## src/hw/rtl/dott_pkg.sv

```systemverilog
// ----------------------------------------------------------------------------
// dott_pkg
// Shared types and constants for the deadline ordered timer table.
// ----------------------------------------------------------------------------
package dott_pkg;

	localparam int DOTT_NUM_TIMERS = 16;
	localparam int TIME_W          = 48;
	localparam int DELAY_W         = 32;
	localparam int ID_W            = 4;
	localparam int RES_LIMIT       = 16;
	localparam int FIRE_CNT_W      = $clog2(RES_LIMIT);

	localparam logic [TIME_W-1:0] TIME_MAX = {TIME_W{1'b1}};

	typedef enum logic [1:0] {
		CMD_SCHEDULE = 2'd0,
		CMD_CANCEL   = 2'd1,
		CMD_QUERY    = 2'd2,
		CMD_TICK     = 2'd3
	} dott_op_t;

	typedef enum logic [1:0] {
		KIND_ACK    = 2'd0,
		KIND_CANCEL = 2'd1,
		KIND_QUERY  = 2'd2,
		KIND_EXPIRE = 2'd3
	} dott_kind_t;

	typedef enum logic [2:0] {
		ST_IDLE,
		ST_CMD,
		ST_TICK,
		ST_SCAN,
		ST_FIRE
	} dott_state_t;

	// controller -> datapath
	typedef struct packed {
		logic scan_start;
		logic tick_now;
		logic do_resp;
		logic do_fire;
	} dott_ctl_t;

	// datapath -> controller
	typedef struct packed {
		logic out_free;
		logic scan_end;
		logic best_found;
		logic fire_last;
	} dott_stat_t;

endpackage

```

## src/hw/rtl/dott_ctrl.sv

```systemverilog
// ----------------------------------------------------------------------------
// dott_ctrl
// Sequencer: command response, tick scan passes, expiry emission.
// ----------------------------------------------------------------------------
module dott_ctrl import dott_pkg::*; (
	input  logic       clk,
	input  logic       arst_n,
	input  logic       in_valid,
	input  logic [1:0] cmd,
	output logic       in_stall,
	input  dott_stat_t stat,
	output dott_ctl_t  ctl
);

	dott_state_t state_q, state_d;
	logic        accept;

	assign in_stall = (state_q != ST_IDLE);
	assign accept   = in_valid && !in_stall;

	always_ff @(posedge clk or negedge arst_n) begin
		if (!arst_n) begin
			state_q <= ST_IDLE;
		end else begin
			state_q <= state_d;
		end
	end

	// next state
	always_comb begin
		state_d = state_q;
		case (state_q)
			ST_IDLE: begin
				if (accept) begin
					state_d = (dott_op_t'(cmd) == CMD_TICK) ? ST_TICK : ST_CMD;
				end
			end
			ST_CMD: begin
				if (stat.out_free) state_d = ST_IDLE;
			end
			ST_TICK: begin
				state_d = ST_SCAN;
			end
			ST_SCAN: begin
				if (stat.scan_end) state_d = ST_FIRE;
			end
			ST_FIRE: begin
				if (!stat.best_found) begin
					state_d = ST_IDLE;
				end else if (stat.out_free) begin
					state_d = stat.fire_last ? ST_IDLE : ST_SCAN;
				end
			end
			default: begin
				state_d = ST_IDLE;
			end
		endcase
	end

	// outputs
	always_comb begin
		ctl = '0;
		case (state_q)
			ST_CMD: begin
				ctl.do_resp = stat.out_free;
			end
			ST_TICK: begin
				ctl.tick_now   = 1'b1;
				ctl.scan_start = 1'b1;
			end
			ST_FIRE: begin
				if (stat.best_found && stat.out_free) begin
					ctl.do_fire    = 1'b1;
					ctl.scan_start = !stat.fire_last;
				end
			end
			default: begin
				ctl = '0;
			end
		endcase
	end

endmodule

```

## src/hw/rtl/dott_datapath.sv

```systemverilog
// ----------------------------------------------------------------------------
// dott_datapath
// Time counter, slot table, minimum-deadline scan and result register.
// ----------------------------------------------------------------------------
module dott_datapath import dott_pkg::*; #(
	parameter int NUM_TIMERS = DOTT_NUM_TIMERS
) (
	input  logic               clk,
	input  logic               arst_n,
	input  logic               accept,
	input  logic [1:0]         cmd,
	input  logic [ID_W-1:0]    timer_id,
	input  logic [DELAY_W-1:0] delay_ms,
	input  logic               out_stall,
	output logic               out_valid,
	output logic [1:0]         kind,
	output logic [ID_W-1:0]    timer_id_res,
	output logic               flag,
	output logic               last,
	input  dott_ctl_t          ctl,
	output dott_stat_t         stat
);

	localparam int IW = (NUM_TIMERS > 1) ? $clog2(NUM_TIMERS) : 1;
	localparam int CW = (IW > ID_W) ? IW + 1 : ID_W + 1;
	localparam logic [IW-1:0] LAST_IDX = IW'(NUM_TIMERS - 1);

	// captured command
	dott_op_t           cmd_q;
	logic [ID_W-1:0]    id_q;
	logic [DELAY_W-1:0] delay_q;

	logic [TIME_W-1:0]     now_q;
	logic [NUM_TIMERS-1:0] slot_vld_q;
	logic [TIME_W-1:0]     dl_mem [NUM_TIMERS];

	// scan
	logic              issue_act_q;
	logic [IW-1:0]     issue_idx_q;
	logic              cmp_act_s1;
	logic              cmp_vld_s1;
	logic [IW-1:0]     cmp_idx_s1;
	logic [TIME_W-1:0] cmp_dl_s1;
	logic              best_found_q;
	logic              more_q;
	logic [IW-1:0]     best_idx_q;
	logic [TIME_W-1:0] best_dl_q;
	logic [FIRE_CNT_W-1:0] fire_cnt_q;

	// output register
	logic            out_valid_q;
	dott_kind_t      kind_q;
	logic [ID_W-1:0] id_res_q;
	logic            flag_q;
	logic            last_q;

	logic              in_table;
	logic [IW-1:0]     widx;
	logic              found;
	logic [TIME_W:0]   sum;
	logic [TIME_W-1:0] new_dl;
	logic              due;
	logic              sched_wr;

	assign in_table = (CW'(id_q) < CW'(NUM_TIMERS));
	assign widx     = IW'(id_q);
	assign found    = in_table && slot_vld_q[widx];
	assign sum      = {1'b0, now_q} + (TIME_W+1)'(delay_q);
	assign new_dl   = sum[TIME_W] ? TIME_MAX : sum[TIME_W-1:0];
	assign due      = cmp_act_s1 && cmp_vld_s1 && (cmp_dl_s1 <= now_q);
	assign sched_wr = ctl.do_resp && (cmd_q == CMD_SCHEDULE) && in_table;

	assign stat.out_free   = !out_valid_q || !out_stall;
	assign stat.scan_end   = cmp_act_s1 && (cmp_idx_s1 == LAST_IDX);
	assign stat.best_found = best_found_q;
	assign stat.fire_last  = !more_q || (fire_cnt_q == FIRE_CNT_W'(RES_LIMIT - 1));

	always_ff @(posedge clk) begin
		if (accept) begin
			cmd_q   <= dott_op_t'(cmd);
			id_q    <= timer_id;
			delay_q <= delay_ms;
		end
	end

	// deadline store: one write port, one registered read port
	always_ff @(posedge clk) begin
		if (sched_wr) dl_mem[widx] <= new_dl;
		cmp_dl_s1 <= dl_mem[issue_idx_q];
	end

	always_ff @(posedge clk or negedge arst_n) begin
		if (!arst_n) begin
			now_q      <= '0;
			slot_vld_q <= '0;
		end else begin
			if (ctl.tick_now && (now_q != TIME_MAX)) now_q <= now_q + 1'b1;
			if (sched_wr) slot_vld_q[widx] <= 1'b1;
			if (ctl.do_resp && (cmd_q == CMD_CANCEL) && found) slot_vld_q[widx] <= 1'b0;
			if (ctl.do_fire) slot_vld_q[best_idx_q] <= 1'b0;
		end
	end

	// scan pass: issue one slot per cycle, compare in the next cycle
	always_ff @(posedge clk or negedge arst_n) begin
		if (!arst_n) begin
			issue_act_q  <= 1'b0;
			issue_idx_q  <= '0;
			cmp_act_s1   <= 1'b0;
			cmp_vld_s1   <= 1'b0;
			cmp_idx_s1   <= '0;
			best_found_q <= 1'b0;
			more_q       <= 1'b0;
			best_idx_q   <= '0;
			best_dl_q    <= '0;
			fire_cnt_q   <= '0;
		end else begin
			if (ctl.scan_start) begin
				issue_act_q  <= 1'b1;
				issue_idx_q  <= '0;
				best_found_q <= 1'b0;
				more_q       <= 1'b0;
			end else if (issue_act_q) begin
				if (issue_idx_q == LAST_IDX) issue_act_q <= 1'b0;
				else issue_idx_q <= issue_idx_q + 1'b1;
			end
			cmp_act_s1 <= issue_act_q && !ctl.scan_start;
			cmp_vld_s1 <= slot_vld_q[issue_idx_q];
			cmp_idx_s1 <= issue_idx_q;
			if (due) begin
				if (best_found_q) more_q <= 1'b1;
				// strict compare keeps the lower id on equal deadlines
				if (!best_found_q || (cmp_dl_s1 < best_dl_q)) begin
					best_found_q <= 1'b1;
					best_idx_q   <= cmp_idx_s1;
					best_dl_q    <= cmp_dl_s1;
				end
			end
			if (ctl.tick_now) fire_cnt_q <= '0;
			else if (ctl.do_fire) fire_cnt_q <= fire_cnt_q + 1'b1;
		end
	end

	always_ff @(posedge clk or negedge arst_n) begin
		if (!arst_n) begin
			out_valid_q <= 1'b0;
		end else if (ctl.do_resp || ctl.do_fire) begin
			out_valid_q <= 1'b1;
		end else if (!out_stall) begin
			out_valid_q <= 1'b0;
		end
	end

	always_ff @(posedge clk) begin
		if (ctl.do_resp) begin
			id_res_q <= id_q;
			last_q   <= 1'b1;
			case (cmd_q)
				CMD_SCHEDULE: begin
					kind_q <= KIND_ACK;
					flag_q <= in_table;
				end
				CMD_CANCEL: begin
					kind_q <= KIND_CANCEL;
					flag_q <= found;
				end
				default: begin
					kind_q <= KIND_QUERY;
					flag_q <= found;
				end
			endcase
		end else if (ctl.do_fire) begin
			kind_q   <= KIND_EXPIRE;
			id_res_q <= ID_W'(best_idx_q);
			flag_q   <= 1'b1;
			last_q   <= stat.fire_last;
		end
	end

	assign out_valid    = out_valid_q;
	assign kind         = kind_q;
	assign timer_id_res = id_res_q;
	assign flag         = flag_q;
	assign last         = last_q;

endmodule

```

## src/hw/rtl/deadline_ordered_timer_table.sv

```systemverilog
// Results: schedule, cancel and query results are loaded into the output register by the
// response step that follows acceptance, or later while a held result still occupies it.
// Tick: the counter advances, then each expiry costs one scan pass over the deadline store
// (one slot read per cycle); a tick with F fired timers takes about max(F,1) passes.
// Throughput: one transaction at a time; input stalls from acceptance until the item's
// last result is loaded into the output register, or a tick with nothing due ends its scan.
// Reset: arst_n clears the time counter, all slot valid bits and the controller.
// ----------------------------------------------------------------------------
// deadline_ordered_timer_table
// Timer slots keyed by id with a saturating millisecond counter; ticks emit
// due timers in deadline order, ties broken by lower id.
// ----------------------------------------------------------------------------
module deadline_ordered_timer_table import dott_pkg::*; #(
	parameter int NUM_TIMERS = DOTT_NUM_TIMERS
) (
	input  logic               clk,
	input  logic               arst_n,
	// input channel
	input  logic               in_valid,
	output logic               in_stall,
	input  logic [1:0]         cmd,
	input  logic [ID_W-1:0]    timer_id,
	input  logic [DELAY_W-1:0] delay_ms,
	// result channel
	output logic               out_valid,
	input  logic               out_stall,
	output logic [1:0]         kind,
	output logic [ID_W-1:0]    timer_id_res,
	output logic               flag,
	output logic               last
);

	dott_ctl_t  ctl;
	dott_stat_t stat;
	logic       accept;

	// a transaction is taken only while the sequencer is idle
	assign accept = in_valid && !in_stall;

	// Sequencer. Schedule/cancel/query go straight to a response step that
	// waits for the output register. A tick bumps the counter and then runs
	// scan passes; each pass finds the earliest due slot and notes whether a
	// second due slot exists, which with the per-tick fire limit decides the last flag.
	dott_ctrl u_ctrl (
		.clk      (clk),
		.arst_n   (arst_n),
		.in_valid (in_valid),
		.cmd      (cmd),
		.in_stall (in_stall),
		.stat     (stat),
		.ctl      (ctl)
	);

	// Datapath: counter, valid bits, deadline store, min search, output reg.
	dott_datapath #(
		.NUM_TIMERS (NUM_TIMERS)
	) u_dp (
		.clk          (clk),
		.arst_n       (arst_n),
		.accept       (accept),
		.cmd          (cmd),
		.timer_id     (timer_id),
		.delay_ms     (delay_ms),
		.out_stall    (out_stall),
		.out_valid    (out_valid),
		.kind         (kind),
		.timer_id_res (timer_id_res),
		.flag         (flag),
		.last         (last),
		.ctl          (ctl),
		.stat         (stat)
	);

endmodule

```

## config.mk

```make
export PLATFORM = sky130hd
export DESIGN_NAME = deadline_ordered_timer_table
export DESIGN_NICKNAME = d
export VERILOG_FILES = /design/src/hw/rtl/dott_pkg.sv /design/src/hw/rtl/dott_ctrl.sv /design/src/hw/rtl/dott_datapath.sv /design/src/hw/rtl/deadline_ordered_timer_table.sv
export SDC_FILE = /design/constraint.sdc
export NUM_CORES = 1
export LEC_CHECK = 0
export BUFFER_PORTS_ARGS = -buffer_cell sky130_fd_sc_hd__buf_2
export CORE_ASPECT_RATIO = 1.1
export CORE_MARGIN = 5
export CORE_UTILIZATION = 57
export CTS_CLUSTER_DIAMETER = 100
export DETAILED_ROUTE_END_ITERATION = 10
export GPL_TIMING_DRIVEN = 0
export PLACE_DENSITY_LB_ADDON = 0.3
export SLEW_MARGIN = 20
export SYNTH_ARGS = -nofsm -noshare
export SYNTH_HDL_FRONTEND = slang
export SYNTH_SLANG_ARGS = --single-unit
```

## constraint.sdc

```tcl
create_clock -name clk -period 5.6 [get_ports clk]
set_clock_uncertainty 0.1 [all_clocks]
set_input_delay 1.12 -clock clk [delete_from_list [all_inputs] [get_ports clk]]
set_output_delay 1.12 -clock clk [all_outputs]
set_load 0.01 [all_outputs]
```

# After elaboration in Yosys (flattened, before gate mapping)
# Memory sizes are Yosys's and may differ from the RTL's. A register that Yosys moved wholly into a read port is not among the register bits.
# Cells that the tools add are included.
[word_totals]
register_bits = 183
mem_bits_rw = 768
in_bits = 42
output_inout_bits = 10
word_cells = 138
n_memories = 1
[op_classes]
addsub = 4
order_cmp = 7
eq_ne = 16
n_mux = 52
bitwise_logic = 5
n_reduce_logical = 32
[memory_table]
columns = ["name", "words", "width", "rd", "rd_clocked_by_memory_dff", "wr", "line_no", "text"]
rows = [
  ["u_dp.dl_mem", 16, 48, 1, 1, 1, "dott_datapath.sv:35", "logic [TIME_W-1:0] dl_mem [NUM_TIMERS];"],
]
[ops]
columns = ["op", "n"]
rows = [
  ["$add A48 B32 Y49", 1],
  ["$add A48 B1 Y48 const B", 1],
  ["$le A48 B48 Y1", 1],
  ["$lt A48 B48 Y1", 1],
  ["$mux W16", 3],
  ["$mux W48", 1],
  ["$ne A48 B48 Y1 const B", 1],
  ["$and A16 B16 Y16", 2],
  ["$not A16 Y16", 2],
  ["$mux W4", 7],
  ["$mux W1", 25],
  ["$or A16 B16 Y16", 1],
  ["$lt A4 B5 Y1 const B", 3],
  ["$mux W3", 5],
  ["$pmux W3 S5", 1],
  ["$eq A4 B4 Y1 const B", 3],
  ["$logic_and A1 B1 Y1", 12],
  ["$add A4 B1 Y4 const B", 2],
  ["$bmux W1 S4", 2],
  ["$demux W1 S4", 2],
  ["$ge A4 B1 Y1 const B", 2],
  ["$mux W2", 4],
  ["$logic_not A1 Y1", 7],
  ["$eq A3 B2 Y1 const B", 2],
  ["other kinds (16)", 25],
]

# Longest topological paths before layout
# Gate-level depths: netlist of run 1.
[logic_depth]
ltp_word = 10
ltp_mapped = 12
depth_no_buf = 10

# Modules after synthesis
# A second synthesis of run 1 with hierarchy kept.
[hier_totals]
cells_unflattened = 2751
hier_area_um2 = 42540.8
[by_module_without_submodules]
columns = ["module", "n_inst", "cells_each", "area_per_inst_um2", "seq_area_each_um2"]
rows = [
  ["dott_datapath", 1, 2718, 42265.5, 28747.6],
  ["dott_ctrl", 1, 32, 261.5, 75.1],
  ["deadline_ordered_timer_table", 1, 1, 13.8, 0.0],
]

# Least setup slack after synthesis of run 1
# No wires, ideal clock.
[synth_timing]
path_kind = "in2reg"
from = "input out_stall"
to = "memory u_dp.dl_mem[0][0] (enable)"
setup_ns = 0.515
t_arrival_ns = 5.820
required_ns = 4.985
slack_ns = -0.835
path_stages = 6
n_path_buf = 1
path_cell_list = "and2_1 -> or3_1 -> buf_2 -> or3_1 -> or3_1 -> nor3_1"
[synth_via]
elab_chain_len = 6
[synth_rtl]
columns = ["element", "line_no", "text"]
rows = [
  ["from (decl)", "deadline_ordered_timer_table.sv:26", "input logic out_stall,"],
  ["$logic_not A1 Y1", "dott_datapath.sv:73", "assign stat.out_free = !out_valid_q || !out_stall;"],
  ["$logic_or A1 B1 Y1", "dott_datapath.sv:73", ""],
  ["$mux W1", "dott_ctrl.sv:63", "case (state_q)"],
  ["$logic_and A1 B1 Y1", "dott_datapath.sv:71", "assign sched_wr = ctl.do_resp && (cmd_q == CMD_SCHEDULE) && in_table;"],
  ["$mux W1", "dott_datapath.sv:88", "if (sched_wr) dl_mem[widx] <= new_dl;"],
  ["$mux W1 (implied by the code)", "dott_datapath.sv:88", ""],
  ["to (decl)", "dott_datapath.sv:35", ""],
]
# Every way passes these cells.

# Worst setup path after layout of run 1
[layout_timing]
from = "register u_dp.delay_q[0]"
to = "memory u_dp.dl_mem[1][4], data pin"
[layout_via]
elab_chain_len = 2
[layout_rtl]
columns = ["element", "line_no", "text"]
rows = [
  ["from (decl)", "dott_datapath.sv:31", "logic [DELAY_W-1:0] delay_q;"],
  ["from (signal assigned)", "dott_datapath.sv:82", "delay_q <= delay_ms;"],
  ["$add A48 B32 Y49", "dott_datapath.sv:68", "assign sum = {1'b0, now_q} + (TIME_W+1)'(delay_q);"],
  ["$mux W48", "dott_datapath.sv:69", "assign new_dl = sum[TIME_W] ? TIME_MAX : sum[TIME_W-1:0];"],
  ["via u_dp.new_dl[4]", "dott_datapath.sv:61", "logic [TIME_W-1:0] new_dl;"],
]
# The timed path passes the listed nets, and every way through them passes these cells.

==> metrics.yaml, run 1 <==
outcome:
  status: "complete, no violations"
sta:
  layout_setup_ws_ns: 0.280
  hold_viol: 0
  report.final.slew_viol_count: 0
  period_share_pct: 95.0
  setup_violations: 0
  tightestPinTransition_ns: 1.13
  fmax_mhz: 188
  slew_headroom_pct: 23.9
  post-route-min-period_ns: 5.32
  rsz0062_at_grt: "no"
cts:
  tritoncts: "done"
  clkTransAtPathRegs_ns: 0.06
  insertion_delay_ns: 0.66
  ctsRootBufferMaster: "clkbuf_16"
  postCtsSetupBuffers: 0
  postCtsHoldBufs: 0
  numCtsBuffers: 96
  clock-sinks: 999
  h-tree-depth: 3
  clockBufferDepth: 3
  ctsResizeCount: 0
routing:
  wl_per_cell_um: 28.7
  vias_per_cell: 6.49
  vias: 23400
  drt_wl_total_um: 104000
  drt_pass1_iterations: 6
  drtIter0Drc: 3029
  drc: 0
  antenna_left: 0
floorplan:
  boundaryPins: 52
  num_rows: 104
  fp.dieArea_mm2: 0.0789
  start_util_pct: 57.3
  die_w_um: 268
  die_y_um: 294
  coreArea_mm2: 0.0730
setup_path:
  cp_slowest_cell: "a21boi_0"
  worstPathCellList: "ha_1 -> fa_1 -> a211oi_1 -> nor2_1 -> o21ai_2 -> o21ai_0 -> a41o_1 -> a21boi_0 -> clkbuf_1 -> o21ai_1"
  required_ns: 5.71
  cp-end-kind: "flip-flop"
  worstPathArrival_ns: 5.43
  critPathMaxFanout: 16
  r2r_cells: 10
  cp.depth: 10
  path_buf_inv: 1
  critical-path-max-stage-delay_ns: 0.92
  worst_setup_path_start_kind: "flip-flop"
  crit_family: "compound AO/OA/AOI/OAI gates"
  crit_type: "reg2reg"
global_route:
  grt_pass1_wl_um: 155000
  antenna_found_initial: 0
  grt_max_degree: 86
  grt_overflow: 0
  gr-usage-all-layers_pct: 26.6
  grt_pass1_vias: 24100
synth:
  synth_edf_count: 813
  postSynthAreaPerCell_um2: 17.6
  synthCells: 2371
  yosysTopAreaCell: "edfxtp_1"
  post_synth_num_cell_types: 70
  synth-xor-area-share_pct: 1.63
  synth_simple_gate_area_share_pct: 4.72
  syn-num-nets: 2544
  synth_top_family_by_area: "multiplexers"
  yosysMostFrequentCell: "edfxtp_1"
  synth_compound_area_share_pct: 3.87
  synth_area_mm2: 0.0418
  synth_area_leaders: "edfxtp_1 58%, mux4_2 13%, dfrtp_1 8.2%"
  yosysTopAreaCellShare_pct: 58.3
  synth-seq-cells: 999
  async_reset_ff_share_pct: 13.7
  ys_dominant_reg_cell: "edfxtp_1"
  seq_area_frac_synth_pct: 68.9
  yosys_warnings: 0
  synthMuxAreaShare_pct: 15.1
  synthAdderAreaFrac_pct: 3.93
  netlist_top_cells_count: "813 x edfxtp_1, 250 x mux4_2, 137 x dfrtp_1"
place:
  portBuffers: 51
  placed_cells: 3435
  place_congestion: 0.916
  dp_hpwl_um: 69200
  place_ws_ns: 0.323
  dpl_cell_area_mm2: 0.0446
layout:
  final_cells: 3611
  fillerInstances: 4820
  diodes: 0
  nets: 2752
  stdcell_area_mm2: 0.0475
  seq_area_mm2: 0.0288
  area_growth_pct: 13.6
  multi_input_area_mm2: 0.0124
  layout-drive-gt1-share_pct: 23.1
worst_hold_path:
  hp-class: "in2async"
flow_run:
  drv_cap: 0
pwr:
  peakVddDrop_mv: 0.235
  leakage_nw: 15.8
  power.density_mw_per_mm2: 446
power by group:
part | total, W | switching [W] | internal (W)
combinational | 0.00560 | 0.00319 | 0.00240
sequential | 0.00945 | 0.000463 | 0.00899
clock | 0.00616 | 0.00276 | 0.00341
registers in the layout (all words and copies together), names as in the netlist, 2 cells and up:
signal / count
u_dp.slot_vld_q: 16
u_dp.cmp_dl_s1: 48
u_dp.cmd_q: 2
u_dp.timer_id_res: 4
u_dp.id_q: 4
u_ctrl.state_q: 3
u_dp.kind: 2
u_dp.issue_idx_q: 4
u_dp.dl_mem: 768
u_dp.cmp_idx_s1: 4
u_dp.best_idx_q: 4
u_dp.delay_q: 32
u_dp.best_dl_q: 48
u_dp.now_q: 48
u_dp.fire_cnt_q: 4
final cells by class:
| cell class | count | share of cell area (%) |
|---|---|---|
| Sequential cell | 999 | 60.6 |
| Tap cell | 954 | 2.51 |
| Clock buffer | 125 | 5.45 |
| Clock inverter | 51 | 0.763 |
| Timing Repair Buffer | 110 | 2.87 |
| Multi-Input combinational cell | 1178 | 26.1 |
| Inverter | 112 | 0.884 |
| Buffer | 82 | 0.813 |
cells by family after synthesis:
kind of cell | count (synthesis)
DFF | 999
and+or+nand+nor | 410
xor gates and xnor gates | 78
buffers and inverters | 194
adders and majority gates | 131
AOI/OAI and AO/OA | 248
muxes | 311
layout by cell type (no fill, tap or decap), types with 20 or more instances in the layout:
cell type  instances
ha_1             130
nor3_1            21
nand4_1           30
o21ai_0           35
a21oi_1           82
nand2_1          109
edfxtp_1         813
nand3_1           54
clkbuf_16         97
mux4_2           250
dfxtp_1           49
xnor2_1           63
a21o_1            27
dfrtp_1          137
buf_8             20
inv_1            111
mux2_2            47
buf_12            31
clkbuf_1          60
nor2_1            91
buf_2             60
metal layers:
metal  GRT usage [%]  part of all wire, %  vias up
met2            43.0                   49     1158
met4            8.04                  2.8        0
li1                -                    -     9837
met5               0                    0        -
met1            38.2                   40    12300
met3            4.31                  7.9      187
path summary, 6_finish.rpt:
check                                                 from                        endpoint  slack, ns
max                              u_dp.delay_q[0]$_DFFE_PP_     u_dp.dl_mem[1][4]$_DFFE_PP_       0.28
min                                                 arst_n  u_dp.best_dl_q[12]$_DFFE_PN0P_       0.29
max reg2reg                      u_dp.delay_q[0]$_DFFE_PP_     u_dp.dl_mem[1][4]$_DFFE_PP_       0.28
min reg2reg                u_dp.issue_idx_q[3]$_DFFE_PN0P_    u_dp.cmp_idx_s1[3]$_DFF_PN0_       0.29
max in group asynchronous                           arst_n  u_dp.best_dl_q[32]$_DFFE_PN0P_       4.26
min in group clk           u_dp.issue_idx_q[3]$_DFFE_PN0P_    u_dp.cmp_idx_s1[3]$_DFF_PN0_       0.29
stage by stage:
step	hold WS (ns)	util, %	power, W	setup TNS (ns)
after floorplan	0.252	-	0.0132	0
after detailed placement	0.260	61.0	0.0152	0
after global placement	0.264	59.3	0.0148	-1993.41
after global routing	0.292	65.1	0.0221	0
final	0.285	65.1	0.0212	0
after CTS	0.274	65.1	0.0213	0
Power figures use the tool's default switching activity.
==> run 2, diff against run 1 <==
--- a/config.mk
+++ b/config.mk
@@ -6,9 +6,8 @@
 export NUM_CORES = 1
 export LEC_CHECK = 0
 export BUFFER_PORTS_ARGS = -buffer_cell sky130_fd_sc_hd__buf_2
-export CORE_ASPECT_RATIO = 1.1
 export CORE_MARGIN = 5
-export CORE_UTILIZATION = 57
+export CORE_UTILIZATION = 60
 export CTS_CLUSTER_DIAMETER = 100
 export DETAILED_ROUTE_END_ITERATION = 10
 export GPL_TIMING_DRIVEN = 0
@@ -16,4 +15,5 @@
 export SLEW_MARGIN = 20
 export SYNTH_ARGS = -nofsm -noshare
 export SYNTH_HDL_FRONTEND = slang
+export SYNTH_HIERARCHICAL = 1
 export SYNTH_SLANG_ARGS = --single-unit
==> constraint.sdc (replaced) <==
create_clock -name clk -period 5.7 [get_ports clk]
set_clock_uncertainty 0.1 [all_clocks]
set_input_delay 1.14 -clock clk [delete_from_list [all_inputs] [get_ports clk]]
set_output_delay 1.14 -clock clk [all_outputs]
set_load 0.01 [all_outputs]
==> metrics.yaml, run 2 <==
pwr:
  internal-power_w: 0.0153
  p_seq_share_pct: 40.8
  total_power_w: 0.0229
  power_frac_comb_pct: 29.8
  swShare_pct: 33.0
  leakage_nw: 18.1
  power.switching_w: 0.00756
  pwr-share-clk_pct: 29.4
  power.density_mw_per_mm2: 469
  peakVddDrop_mv: 0.282
setup_path:
  crit_type: "reg2reg"
  required_ns: 5.95
  cp_slowest_cell: "a31oi_1"
  worstPathCellList: "ha_1 -> fa_1 -> a211oi_1 -> o21ai_0 -> a32oi_1 -> nor4_1 -> o21ai_1 -> a31oi_1 -> nand2_1 -> buf_2 -> nand2_1"
  worst_setup_path_start_kind: "flip-flop"
  worstPathArrival_ns: 5.26
  critPathMaxFanout: 16
  critical-path-max-stage-delay_ns: 0.78
  crit_top_cell: "nand2_1"
  cp-end-kind: "flip-flop"
place:
  dp_hpwl_um: 78100
  portBuffers: 51
  placed_cells: 3802
  place_congestion: 0.902
floorplan:
  boundaryPins: 52
  die_y_um: 276
  die_w_um: 276
  start_util_pct: 60.6
  fp.dieArea_mm2: 0.0763
  num_rows: 97
  coreArea_mm2: 0.0701
cts:
  h-tree-depth: 3
  clkTransAtPathRegs_ns: 0.06
  postCtsSetupBuffers: 0
  ctsRootBufferMaster: "clkbuf_16"
  clockBufferDepth: 3
  clock-sinks: 999
  postCtsHoldBufs: 0
  insertion_delay_ns: 0.66
  numCtsBuffers: 99
  tritoncts: "done"
  ctsResizeCount: 0
outcome:
  status: "complete, no violations"
synth:
  yosysTopAreaCell: "edfxtp_1"
  synth_top_family_by_area: "multiplexers"
  post_synth_num_cell_types: 72
  seq_area_frac_synth_pct: 67.8
  syn-num-nets: 2924
  postSynthAreaPerCell_um2: 15.5
  synth_edf_count: 813
  ys_dominant_reg_cell: "edfxtp_1"
  yosys_warnings: 6
  synth_area_mm2: 0.0425
  yosysTopAreaCellShare_pct: 57.4
  synth_simple_gate_area_share_pct: 5.08
  synth_compound_area_share_pct: 7.65
  netlist_top_cells_count: "813 x edfxtp_1, 159 x nand2_1, 152 x mux2i_1"
  async_reset_ff_share_pct: 13.7
  yosysMostFrequentCell: "edfxtp_1"
  synth_area_leaders: "edfxtp_1 57%, dfrtp_1 8.1%, mux4_2 5.5%"
  synth-seq-cells: 999
  synthCells: 2751
  synth-xor-area-share_pct: 1.63
  synthMuxAreaShare_pct: 11.9
  synthAdderAreaFrac_pct: 3.87
worst_hold_path:
  hp-class: "in2async"
layout:
  layout-drive-gt1-share_pct: 17.8
  largest_reg_flops: 768
  layout_common_cells: "813 x edfxtp_1, 159 x nand2_1, 149 x mux2i_1"
  multi_input_area_mm2: 0.0130
  finish.utilization_pct: 69.5
  fillerInstances: 4498
  final_cells: 3985
  diodes: 0
  nets: 3137
  final_common_cell: "edfxtp_1"
  seq_area_mm2: 0.0288
  regMostFlops: "u_dp/dl_mem"
  area_growth_pct: 14.6
global_route:
  gr-usage-all-layers_pct: 28.7
  grt_pass1_wl_um: 165000
  grt_pass1_vias: 26300
  antenna_found_initial: 2
  grt_max_degree: 82
  grt_overflow: 0
routing:
  drt_wl_total_um: 111000
  vias_per_cell: 6.53
  vias: 26000
  drc: 0
  antenna_left: 0
  drtIter0Drc: 3412
  drt_pass1_iterations: 6
  wl_per_cell_um: 27.9
sta:
  setup_violations: 0
  fin_tns_setup_ns: 0
  period_share_pct: 87.8
  slew_headroom_pct: 23.2
  hold_viol: 0
  report.final.slew_viol_count: 0
  post-route-min-period_ns: 5.01
  fmax_mhz: 200
  rsz0062_at_grt: "no"
  tightestPinTransition_ns: 1.15
flow_run:
  drv_cap: 0
## run 2: changes by cell type after synthesis, moves of 11 or more
| cell | delta |
|---|---|
| a22oi_1 | +48 |
| nand2_1 | +50 |
| a21oi_1 | +34 |
| mux2i_1 | +151 |
| nand3_1 | -16 |
| mux2_2 | +56 |
| a221oi_1 | +55 |
| and3_1 | -13 |
| o21ai_0 | +101 |
| mux4_2 | -147 |
| nor3_1 | +11 |
| clkbuf_1 | +24 |
## run 2: per-layer routing
layer | up-vias | share of wire [%] | track usage [%]
met5 | - | 0.012 | 0
met4 | 2 | 4.1 | 10.9
met3 | 253 | 10 | 4.99
li1 | 11100 | - | -
met1 | 13100 | 38 | 40.2
met2 | 1495 | 47 | 45.9
## run 2: power groups by stage
| stage | Clock, W | Combinational, W | Sequential (W) |
|---|---|---|---|
| floorplan | 0 | 0.00439 | 0.00924 |
| CTS | 0.00678 | 0.00672 | 0.00932 |
| finish | 0.00673 | 0.00681 | 0.00933 |
| detailed placement | 0 | 0.00664 | 0.00945 |
| global placement | 0 | 0.00630 | 0.00944 |
| global route | 0.00712 | 0.00730 | 0.00939 |
## run 2: layout make-up
cell class,instances,area share [%]
well taps,940,2.41
clock buffers,128,5.45
clock inverters,54,1.47
multi-input cells,1528,26.7
flip-flops and latches,999,59.1
plain buffers,117,1.06
repair buffers,112,2.98
inverters,107,0.824
## run 2: final timing paths
path	depth (start not counted)	slack [ns]	startpoint	endpoint
max	11	0.69	u_dp/now_q[0]$_DFFE_PN0P_	u_dp/dl_mem[7][2]$_DFFE_PP_
min	1	0.30	arst_n	u_dp/fire_cnt_q[3]$_DFFE_PN0P_
max reg2reg	11	0.69	u_dp/now_q[0]$_DFFE_PN0P_	u_dp/dl_mem[7][2]$_DFFE_PP_
min reg2reg	0	0.33	u_dp/issue_idx_q[2]$_DFFE_PN0P_	u_dp/cmp_idx_s1[2]$_DFF_PN0_
max in group asynchronous	2	4.40	arst_n	u_dp/now_q[10]$_DFFE_PN0P_
min in group clk	0	0.33	u_dp/issue_idx_q[2]$_DFFE_PN0P_	u_dp/cmp_idx_s1[2]$_DFF_PN0_
## run 2: stage by stage
step / setup slack [ns] / hold slack (ns) / cell area [um^2]
after floorplan: 0.597 / 0.252 / 42600
after global placement: -1.98 / 0.302 / 44000
after detailed placement: 0.770 / 0.298 / 45400
after CTS: 0.744 / 0.296 / 48700
after global routing: 0.421 / 0.326 / 48800
final: 0.693 / 0.299 / 48800
## run 2: cell families after synthesis
| logic type | count (synthesis) |
|---|---|
| flip-flops | 999 |
| XOR/XNOR | 79 |
| multiplexers | 363 |
| adder cells (fa/ha/maj) | 131 |
| AND/OR/NAND/NOR | 454 |
| AO/OA/AOI/OAI | 501 |
| buffers and inverters | 224 |
## run 2: worst max-delay path, delay by kind of cell, from the launching register on
kind | cells | cell delay (ns)
AO/OA/AOI/OAI | 5 | 1.60
adder cells (fa/ha/maj) | 2 | 0.53
buffers and inverters | 1 | 0.40
flip-flops | 1 | 0.49
AND/OR/NAND/NOR | 3 | 1.55
